==> src/sv/bmst_pkg.sv <==
`timescale 1ns / 1ps
// ----------------------------------------------------------------------------
// bmst_pkg
// shared types and constants for the binary matrix-vector subset-sum block
// ----------------------------------------------------------------------------
package bmst_pkg;

	// field widths of the words on the ports
	localparam int FIELD_BITS   = 24;
	localparam int ROW_BITS     = 6;
	localparam int PATTERN_BITS = 8;
	localparam int SUM_OUT_BITS = 48;
	localparam int MAX_LANES    = 8;

	// rows reachable through the row field
	localparam int ROW_SPACE = 2 ** ROW_BITS;

	// lanes used in four-column mode
	localparam int GROUP_SMALL = 4;

	// parameter defaults
	localparam int ROWS_DEF       = 64;
	localparam int LANES_DEF      = 8;
	localparam int VALUE_BITS_DEF = 24;
	localparam int ACC_BITS_DEF   = 48;

	typedef enum logic [1:0] {
		OP_LOAD  = 2'd0,
		OP_ACC   = 2'd1,
		OP_READ  = 2'd2,
		OP_CLEAR = 2'd3
	} bmst_op_t;

	typedef enum logic [1:0] {
		ST_IDLE,
		ST_SUM,
		ST_ACC,
		ST_READ
	} bmst_state_t;

	typedef struct packed {
		bmst_op_t                      op;
		logic [ROW_BITS-1:0]           row;
		logic [PATTERN_BITS-1:0]       pattern;
		logic signed [FIELD_BITS-1:0]  x0;
		logic signed [FIELD_BITS-1:0]  x1;
		logic signed [FIELD_BITS-1:0]  x2;
		logic signed [FIELD_BITS-1:0]  x3;
		logic signed [FIELD_BITS-1:0]  x4;
		logic signed [FIELD_BITS-1:0]  x5;
		logic signed [FIELD_BITS-1:0]  x6;
		logic signed [FIELD_BITS-1:0]  x7;
	} bmst_in_t;

	typedef struct packed {
		logic [ROW_BITS-1:0]             out_row;
		logic signed [SUM_OUT_BITS-1:0]  row_sum;
		logic                            overflowed;
	} bmst_out_t;

	// control from the sequencer to the row accumulator store
	typedef struct packed {
		logic rd_en;
		logic upd_en;
		logic clr;
	} bmst_rowctl_t;

endpackage

==> src/sv/bmst_lane.sv <==
`timescale 1ns / 1ps
// ----------------------------------------------------------------------------
// bmst_lane
// one vector lane: holds a chunk value and gates it by its pattern bit
// ----------------------------------------------------------------------------
module bmst_lane #(
	parameter int VALUE_BITS = bmst_pkg::VALUE_BITS_DEF
) (
	input  logic                                  clk,
	input  logic                                  arst_n,
	input  logic                                  load_en,
	input  logic signed [bmst_pkg::FIELD_BITS-1:0] x_in,
	input  logic                                  acc_en,
	input  logic                                  sel,
	output logic signed [VALUE_BITS-1:0]          masked_s1
);

	localparam int CMP_BITS = (VALUE_BITS > bmst_pkg::FIELD_BITS) ?
		VALUE_BITS : bmst_pkg::FIELD_BITS;
	localparam logic signed [CMP_BITS-1:0] HI =
		{{(CMP_BITS - VALUE_BITS + 1){1'b0}}, {(VALUE_BITS - 1){1'b1}}};
	localparam logic signed [CMP_BITS-1:0] LO = ~HI;

	logic signed [CMP_BITS-1:0]   x_wide;
	logic signed [CMP_BITS-1:0]   x_clip;
	logic signed [VALUE_BITS-1:0] x_q;

	// clip the field into the stored value range
	always_comb begin
		x_wide = CMP_BITS'(x_in);
		if (x_wide > HI) begin
			x_clip = HI;
		end else if (x_wide < LO) begin
			x_clip = LO;
		end else begin
			x_clip = x_wide;
		end
	end

	always_ff @(posedge clk or negedge arst_n) begin
		if (!arst_n) begin
			x_q <= '0;
		end else if (load_en) begin
			x_q <= VALUE_BITS'(x_clip);
		end
	end

	always_ff @(posedge clk) begin
		if (acc_en) begin
			masked_s1 <= sel ? x_q : '0;
		end
	end

endmodule

==> src/sv/bmst_merge.sv <==
`timescale 1ns / 1ps
// ----------------------------------------------------------------------------
// bmst_merge
// adds the gated lane values into one subset sum
// ----------------------------------------------------------------------------
module bmst_merge #(
	parameter int LANES      = bmst_pkg::LANES_DEF,
	parameter int VALUE_BITS = bmst_pkg::VALUE_BITS_DEF,
	parameter int SUM_BITS   = VALUE_BITS + $clog2(LANES)
) (
	input  logic                         clk,
	input  logic                         en,
	input  logic signed [VALUE_BITS-1:0] lane_s1 [LANES],
	output logic signed [SUM_BITS-1:0]   sum_s2
);

	logic signed [SUM_BITS-1:0] sum_d;

	always_comb begin
		sum_d = '0;
		for (int k = 0; k < LANES; k++) begin
			sum_d = sum_d + SUM_BITS'(lane_s1[k]);
		end
	end

	always_ff @(posedge clk) begin
		if (en) begin
			sum_s2 <= sum_d;
		end
	end

endmodule

==> src/sv/bmst_rowacc.sv <==
`timescale 1ns / 1ps
// ----------------------------------------------------------------------------
// bmst_rowacc
// per-row accumulator store with sticky flags and saturating update
// ----------------------------------------------------------------------------
module bmst_rowacc #(
	parameter int ROW_DEPTH = bmst_pkg::ROWS_DEF,
	parameter int ADDR_BITS = bmst_pkg::ROW_BITS,
	parameter int ACC_BITS  = bmst_pkg::ACC_BITS_DEF,
	parameter int SUM_BITS  = bmst_pkg::VALUE_BITS_DEF + $clog2(bmst_pkg::LANES_DEF)
) (
	input  logic                       clk,
	input  logic                       arst_n,
	input  bmst_pkg::bmst_rowctl_t     ctl,
	input  logic [ADDR_BITS-1:0]       rd_addr,
	input  logic [ADDR_BITS-1:0]       wr_addr,
	input  logic signed [SUM_BITS-1:0] sum,
	output logic signed [ACC_BITS-1:0] rd_acc,
	output logic                       rd_flag
);

	localparam int WIDE = ((ACC_BITS > SUM_BITS) ? ACC_BITS : SUM_BITS) + 1;
	localparam logic signed [WIDE-1:0] HI =
		{{(WIDE - ACC_BITS + 1){1'b0}}, {(ACC_BITS - 1){1'b1}}};
	localparam logic signed [WIDE-1:0] LO = ~HI;

	// word layout: flag above accumulator
	logic [ACC_BITS:0]          mem_q [ROW_DEPTH];
	logic [ROW_DEPTH-1:0]       valid_q;
	logic [ACC_BITS:0]          data_q;
	logic                       live_q;
	logic signed [WIDE-1:0]     total;
	logic signed [ACC_BITS-1:0] new_acc;
	logic                       new_flag;

	// an entry not written since clear reads as zero
	assign rd_acc  = live_q ? $signed(data_q[ACC_BITS-1:0]) : '0;
	assign rd_flag = live_q & data_q[ACC_BITS];

	always_comb begin
		total    = WIDE'(rd_acc) + WIDE'(sum);
		new_flag = rd_flag;
		if (total > HI) begin
			new_acc  = HI[ACC_BITS-1:0];
			new_flag = 1'b1;
		end else if (total < LO) begin
			new_acc  = LO[ACC_BITS-1:0];
			new_flag = 1'b1;
		end else begin
			new_acc = total[ACC_BITS-1:0];
		end
	end

	always_ff @(posedge clk) begin
		if (ctl.rd_en) begin
			data_q <= mem_q[rd_addr];
		end
		if (ctl.upd_en) begin
			mem_q[wr_addr] <= {new_flag, new_acc};
		end
	end

	always_ff @(posedge clk or negedge arst_n) begin
		if (!arst_n) begin
			valid_q <= '0;
			live_q  <= 1'b0;
		end else begin
			if (ctl.rd_en) begin
				live_q <= valid_q[rd_addr];
			end
			if (ctl.clr) begin
				valid_q <= '0;
			end else if (ctl.upd_en) begin
				valid_q[wr_addr] <= 1'b1;
			end
		end
	end

	a_no_clr_during_upd : assert property (@(posedge clk) disable iff (!arst_n)
		!(ctl.clr && ctl.upd_en))
		else $error("clear and update in the same cycle");

	a_upd_sets_valid : assert property (@(posedge clk) disable iff (!arst_n)
		ctl.upd_en |=> valid_q[$past(wr_addr)])
		else $error("updated row not marked valid");

	a_clr_empties : assert property (@(posedge clk) disable iff (!arst_n)
		ctl.clr |=> (valid_q == '0))
		else $error("clear left valid rows");

endmodule

==> src/sv/binary_matvec_subset_table.sv <==
`timescale 1ns / 1ps
// ----------------------------------------------------------------------------
// binary_matvec_subset_table
// binary matrix times fixed-point vector, one column group per chunk word
// ----------------------------------------------------------------------------
// load and clear words leave the sequencer idle; the next word is accepted at once
// accumulate words pass lane gating, merge add and row update in that order
// read words wait until the output register is free; the result sits in that register
// the row store's read-modify-write loop holds the sequencer until the row update
// reset clears chunk values, row valid bits and sets eight-column mode
// ----------------------------------------------------------------------------
module binary_matvec_subset_table #(
	parameter int ROWS       = bmst_pkg::ROWS_DEF,
	parameter int LANES      = bmst_pkg::LANES_DEF,
	parameter int VALUE_BITS = bmst_pkg::VALUE_BITS_DEF,
	parameter int ACC_BITS   = bmst_pkg::ACC_BITS_DEF
) (
	input  logic                clk,
	input  logic                arst_n,
	input  logic                item_valid,
	output logic                item_ready,
	input  bmst_pkg::bmst_in_t  item,
	output logic                result_valid,
	input  logic                result_ready,
	output bmst_pkg::bmst_out_t result,
	input  logic                cfg_wen,
	input  logic                cfg_wdata
);

	// subset sum of all lanes needs log2(lanes) extra bits
	localparam int SUM_BITS  = VALUE_BITS + $clog2(LANES);
	// rows above the row field's reach can never be addressed
	localparam int ROW_DEPTH = (ROWS < bmst_pkg::ROW_SPACE) ? ROWS : bmst_pkg::ROW_SPACE;
	localparam int ADDR_BITS = (ROW_DEPTH > 1) ? $clog2(ROW_DEPTH) : 1;

	bmst_pkg::bmst_state_t  st_q, st_d;
	bmst_pkg::bmst_rowctl_t ctl;
	bmst_pkg::bmst_out_t    result_q;

	logic                                   group_mode_q;
	logic                                   result_valid_q;
	logic                                   accept;
	logic                                   in_range;
	logic                                   out_free;
	logic                                   load_out;
	logic [bmst_pkg::ROW_BITS-1:0]          row_q;
	logic                                   hit_q;
	logic signed [bmst_pkg::FIELD_BITS-1:0] x_field [bmst_pkg::MAX_LANES];
	logic signed [VALUE_BITS-1:0]           lane_s1 [LANES];
	logic signed [SUM_BITS-1:0]             sum_s2;
	logic signed [ACC_BITS-1:0]             rd_acc;
	logic                                   rd_flag;

	assign accept   = item_valid & item_ready;
	assign in_range = int'(item.row) < ROWS;
	assign out_free = !result_valid_q || result_ready;

	assign x_field[0] = item.x0;
	assign x_field[1] = item.x1;
	assign x_field[2] = item.x2;
	assign x_field[3] = item.x3;
	assign x_field[4] = item.x4;
	assign x_field[5] = item.x5;
	assign x_field[6] = item.x6;
	assign x_field[7] = item.x7;

	// group mode register, eight-column groups after reset
	always_ff @(posedge clk or negedge arst_n) begin
		if (!arst_n) begin
			group_mode_q <= 1'b1;
		end else if (cfg_wen) begin
			group_mode_q <= cfg_wdata;
		end
	end

	// sequencer: one word in flight at a time
	always_ff @(posedge clk or negedge arst_n) begin
		if (!arst_n) begin
			st_q <= bmst_pkg::ST_IDLE;
		end else begin
			st_q <= st_d;
		end
	end

	always_comb begin
		st_d       = st_q;
		load_out   = 1'b0;
		item_ready = 1'b0;
		case (st_q)
			bmst_pkg::ST_IDLE: begin
				// ready is high here, so a valid word is taken this cycle
				item_ready = 1'b1;
				if (item_valid) begin
					// accumulate on a row beyond the store is dropped
					if (item.op == bmst_pkg::OP_ACC && in_range) begin
						st_d = bmst_pkg::ST_SUM;
					end else if (item.op == bmst_pkg::OP_READ) begin
						st_d = bmst_pkg::ST_READ;
					end
				end
			end
			bmst_pkg::ST_SUM: begin
				st_d = bmst_pkg::ST_ACC;
			end
			bmst_pkg::ST_ACC: begin
				st_d = bmst_pkg::ST_IDLE;
			end
			bmst_pkg::ST_READ: begin
				// wait here only while an earlier result is still unclaimed
				if (out_free) begin
					load_out = 1'b1;
					st_d     = bmst_pkg::ST_IDLE;
				end
			end
			default: begin
				st_d = bmst_pkg::ST_IDLE;
			end
		endcase
	end

	always_comb begin
		ctl.rd_en  = accept && in_range &&
			(item.op == bmst_pkg::OP_ACC || item.op == bmst_pkg::OP_READ);
		ctl.upd_en = (st_q == bmst_pkg::ST_ACC);
		ctl.clr    = accept && (item.op == bmst_pkg::OP_CLEAR);
	end

	// row and hit held for the update and the result word
	always_ff @(posedge clk) begin
		if (accept) begin
			row_q <= item.row;
			hit_q <= in_range;
		end
	end

	// lanes: each keeps one chunk value and gates it by its pattern bit
	for (genvar k = 0; k < LANES; k++) begin : g_lane
		logic sel;
		// upper lanes only take part in eight-column mode
		assign sel = item.pattern[k] && ((k < bmst_pkg::GROUP_SMALL) || group_mode_q);

		bmst_lane #(
			.VALUE_BITS (VALUE_BITS)
		) u_lane (
			.clk       (clk),
			.arst_n    (arst_n),
			.load_en   (accept && item.op == bmst_pkg::OP_LOAD),
			.x_in      (x_field[k]),
			.acc_en    (accept && item.op == bmst_pkg::OP_ACC),
			.sel       (sel),
			.masked_s1 (lane_s1[k])
		);
	end

	// merge the lanes into the subset-table entry
	bmst_merge #(
		.LANES      (LANES),
		.VALUE_BITS (VALUE_BITS),
		.SUM_BITS   (SUM_BITS)
	) u_merge (
		.clk     (clk),
		.en      (st_q == bmst_pkg::ST_SUM),
		.lane_s1 (lane_s1),
		.sum_s2  (sum_s2)
	);

	// accumulator store, read on accept and written back at the end
	bmst_rowacc #(
		.ROW_DEPTH (ROW_DEPTH),
		.ADDR_BITS (ADDR_BITS),
		.ACC_BITS  (ACC_BITS),
		.SUM_BITS  (SUM_BITS)
	) u_rowacc (
		.clk     (clk),
		.arst_n  (arst_n),
		.ctl     (ctl),
		.rd_addr (item.row[ADDR_BITS-1:0]),
		.wr_addr (row_q[ADDR_BITS-1:0]),
		.sum     (sum_s2),
		.rd_acc  (rd_acc),
		.rd_flag (rd_flag)
	);

	// output register, frees the input side while a result word waits
	always_ff @(posedge clk or negedge arst_n) begin
		if (!arst_n) begin
			result_valid_q <= 1'b0;
		end else if (load_out) begin
			result_valid_q <= 1'b1;
		end else if (result_ready) begin
			result_valid_q <= 1'b0;
		end
	end

	always_ff @(posedge clk) begin
		if (load_out) begin
			result_q.out_row    <= row_q;
			// a row beyond the store reports zero and no overflow
			result_q.row_sum    <= hit_q ? bmst_pkg::SUM_OUT_BITS'(rd_acc) : '0;
			result_q.overflowed <= hit_q & rd_flag;
		end
	end

	assign result_valid = result_valid_q;
	assign result       = result_q;

	a_sum_then_acc : assert property (@(posedge clk) disable iff (!arst_n)
		(st_q == bmst_pkg::ST_SUM) |=> (st_q == bmst_pkg::ST_ACC))
		else $error("merge stage not followed by row update");

	a_read_enters_wait : assert property (@(posedge clk) disable iff (!arst_n)
		(accept && item.op == bmst_pkg::OP_READ) |=> (st_q == bmst_pkg::ST_READ))
		else $error("read word did not reach result stage");

	a_result_row : assert property (@(posedge clk) disable iff (!arst_n)
		(st_q == bmst_pkg::ST_READ && out_free) |=>
			(result_valid_q && result_q.out_row == $past(row_q)))
		else $error("result word missing or carries wrong row");

	a_drop_out_of_range : assert property (@(posedge clk) disable iff (!arst_n)
		(accept && item.op == bmst_pkg::OP_ACC && !in_range) |=>
			(st_q == bmst_pkg::ST_IDLE))
		else $error("accumulate on absent row was not dropped");

endmodule

==> config.mk <==
export PLATFORM = sky130hd
export DESIGN_NAME = binary_matvec_subset_table
export DESIGN_NICKNAME = d
export VERILOG_FILES = /design/src/sv/bmst_pkg.sv /design/src/sv/bmst_lane.sv /design/src/sv/bmst_merge.sv /design/src/sv/bmst_rowacc.sv /design/src/sv/binary_matvec_subset_table.sv
export SDC_FILE = /design/constraint.sdc
export NUM_CORES = 2
export LEC_CHECK = 0
export ABC_CLOCK_PERIOD_IN_PS = 7800
export BUFFER_PORTS_ARGS = -buffer_cell sky130_fd_sc_hd__clkbuf_2
export CORE_MARGIN = 2
export CORE_UTILIZATION = 43
export CTS_BUF_LIST = sky130_fd_sc_hd__clkbuf_16
export DETAILED_ROUTE_END_ITERATION = 10
export HOLD_SLACK_MARGIN = 0.03
export PLACE_DENSITY = 0.66
export SETUP_SLACK_MARGIN = 0.4
export SYNTH_ARGS = -nofsm -noshare
export SYNTH_HDL_FRONTEND = slang
export SYNTH_HIERARCHICAL = 1
export SYNTH_SLANG_ARGS = --single-unit
==> constraint.sdc <==
create_clock -name clk -period 7.8 [get_ports clk]
set_input_delay 1.17 -clock clk [delete_from_list [all_inputs] [get_ports clk]]
set_output_delay 1.17 -clock clk [all_outputs]
set_load 0.02 [all_outputs]
==> qor.txt <==
GRT overflow: 0
Status: finished clean
CTS clk-pin slew, worst paths: 60 ps
Final Cell Area: 171300 um^2
Clock buffer count from CTS: 375
Maximum vdd drop: 0.0003998 V
CTS Sinks: 3726
RSZ-0062 raised after global routing: false
Max Cap Viol: 0
Critical Path RT: 8610 ps
Hold_ws: 181.1 ps
Largest net degree at the start of global routing: 193
Synth warnings: 6
Post-synth ARST share: 7.005%
Number of flops mapped to enable cells by yosys: 3465
Core area: 348600 um^2
DRT antenna net count: 0
Critical path peak fanout: 60
GRT Total Usage: 23.40%
Avg Inst Size Synth: 21.50 um^2
Fmax: 0.1684 GHz
Fin crit share: 76.13%
Final WL: 419500 um
Arrival time worst endpoint: 6750 ps
Post-DP HPWL: 231300 um
Placed Cells: 11700
Worst slew pin tran: 1418 ps
Fin. max-slew vios: 0
CTS tree: yes
Hold Fails Final Rpt: 0
Pwr per Cell Area: 375.6 nW/um^2
Max_slew headroom: 5.137%
Crit start category: flop
DRC Markers: 0
Endpoint class of the critical path: flop
Post-DP Area: 158600 um^2
Post-CTS setup buffers: 0
Unique masters post-synth: 94
Core Rows: 217
First-pass GRT wire length: 582000 um
Initial antenna violation count: 9
Synth Cell Area: 150300 um^2
WL/cell: 33.77 um
Initial Util: 43.10%
Cells after Synth: 6988
Area added between synthesis and finish: 14.02%
Fin crit period: 5938 ps
Latest clock arrival within the worst-skew pair: 970 ps
Share of layout cells above drive strength 1: 30.67%
CTS H-Tree Depth: 5
FILL cells: 27630
Final non-filler cell total: 12420
Number of port buffers: 270
Post-CTS Hold Fix Bufs: 0
Syn Nets: 7428
Buffer depth of the longest clock path: 4
Boundary pin count: 271
Clk_skew: 99.28 ps
Root buffer cell: clkbuf_16
Die span in y: 595.1 um
Top_reg_cell synth: edfxtp_1
Finish-stage setup viols: 0
Vias in the first global route: 74880
Cts repair resizes: 0
DRT iter0 DRCs: 11560
Critical path class: reg2reg
Die area: 354200 um^2
Routability cong.: 0.9091
Synth Register Bits: 3726
Via density per instance: 6.052
Seq/Total Area, Yosys: 73.60%
Min-Delay Path Class: in2async
Via count: 75180
Final Net Count: 7948
Die width: 595.1 um
Pleak: 57.33 nW
Setup TNS: 0 ps
Pre-antenna DRT Iters: 6
[synthesized netlist by cell type (26+ instances only)]
cell,count,share of area (%)
a21oi_1,105,0.35
buf_2,94,0.31
and2_1,254,1.1
xnor2_1,40,0.23
clkbuf_1,194,0.48
inv_1,366,0.91
o21ai_0,66,0.22
ha_1,78,0.65
mux2_2,50,0.37
mux2_4,160,1.6
fa_1,148,2.0
nand2_1,90,0.22
nor2_1,243,0.61
mux4_2,1034,15
dfrtp_1,260,4.3
edfxtp_1,3465,69
xor2_1,26,0.15
[layout by cell type, fill, tap and decap left out, drive strengths merged, types with 14 or more instances in the layout]
cell type | netlist | layout
a211oi | 14 | 14
a21o | 28 | 28
a21oi | 109 | 109
and2 | 256 | 256
buf | 133 | 213
bufinv | 0 | 32
clkbuf | 200 | 643
clkinv | 0 | 175
clkinvlp | 0 | 19
dfrtp | 260 | 260
edfxtp | 3465 | 3465
fa | 148 | 148
ha | 78 | 78
inv | 366 | 450
mux2 | 210 | 210
mux2i | 16 | 16
mux4 | 1034 | 1034
nand2 | 90 | 90
nand3 | 18 | 18
nand4 | 23 | 23
nor2 | 244 | 244
nor3 | 21 | 21
o21ai | 70 | 70
xnor2 | 40 | 40
xor2 | 26 | 26
[worst max-delay path, stage by stage (launching register included)]
cell and delay [ps]:
dfrtp_2 950, and2_1 270, ha_1 330, and4_1 330, nand3b_1 200, or3_1 380
a2111oi_2 380, nor2_1 170, a211oi_2 390, nand2_4 450, buf_4 490, a21oi_4 1110
buf_4 290
[metrics by stage]
step | worst slack, ps | util, % | power (mW)
3_3_place_gp | 2163 | 45.49 | 44.96
2_1_floorplan | 1157 | - | 40.45
3_5_place_dp | 1869 | 45.49 | 45.82
4_1_cts | 1873 | 48.97 | 63.35
5_1_grt | 1562 | 49.14 | 66.50
6_report | 1862 | 49.14 | 64.35
[report_power, final]
group / leakage [nW] / internal [mW] / total (mW) / switching (mW)
Sequential: 34.5 / 30.9 / 31.3 / 0.390
Clock: 6.16 / 9.97 / 17.7 / 7.72
Combinational: 16.7 / 4.10 / 15.4 / 11.2
Total: 57.3 / 45.0 / 64.3 / 19.4
[area by class of cell]
class                   count  area [um^2]  share of cell area, %
clock inverters           310         2619                  1.529
repair buffers            476         3955                  2.309
multi-input cells        2563        37520                  21.90
inverters                 366         1374                 0.8019
flip-flops and latches   3726       110600                  64.55
clock buffers             380         9509                  5.550
well taps                4599         5754                  3.359
diodes                      3        7.507               0.004382
[per-layer routing]
| layer | track usage, % | routed length, um | up-vias |
|---|---|---|---|
| li1 | - | - | 29300 |
| met1 | 32.92 | 159300 | 40820 |
| met2 | 37.03 | 200700 | 4372 |
| met3 | 4.300 | 44110 | 698 |
| met4 | 7.869 | 15500 | 0 |
| met5 | 0 | 0 | - |
[path summary, 6_finish.rpt]
path	slack (ps)	cells after the start	end	startpoint
setup / recovery	1860	12	u_rowacc/mem_q[39][28]	u_rowacc/live_q
hold / removal	180	1	g_lane[2].u_lane/x_q[12]	arst_n
setup reg to reg	1860	12	u_rowacc/mem_q[39][28]	u_rowacc/live_q
hold reg to reg	500	2	u_rowacc/valid_q[48]	u_rowacc/valid_q[48]
max in group asynchronous	6070	2	u_rowacc/valid_q[51]	arst_n
min in group clk	480	2	g_lane[7].u_lane/x_q[15]	item[15]
[sequential cells by signal (all words and copies together), names as in the netlist]
signal                   count
group_mode_q                 1
u_rowacc/valid_q            64
st_q                         2
result                      55
g_lane.u_lane/masked_s1    192
result_valid                 1
u_rowacc/data_q             49
g_lane.u_lane/x_q          192
u_rowacc/live_q              1
u_merge/sum_s2              27
row_q                        6
u_rowacc/mem_q            3136
[cell families (layout without fill, tap and decap cells)]
logic type | Yosys count | count (layout) | synth area share (%)
other cells | 0 | 3 | 0
compound gates | 298 | 298 | 1.311
xor+xnor | 66 | 66 | 0.3847
buf+inv | 699 | 1532 | 2.069
fa+ha+maj | 231 | 231 | 2.656
mux | 1260 | 1260 | 17.58
flops | 3726 | 3726 | 73.60
simple gates | 708 | 708 | 2.403
No activity file was read; power rests on OpenSTA's default activity.
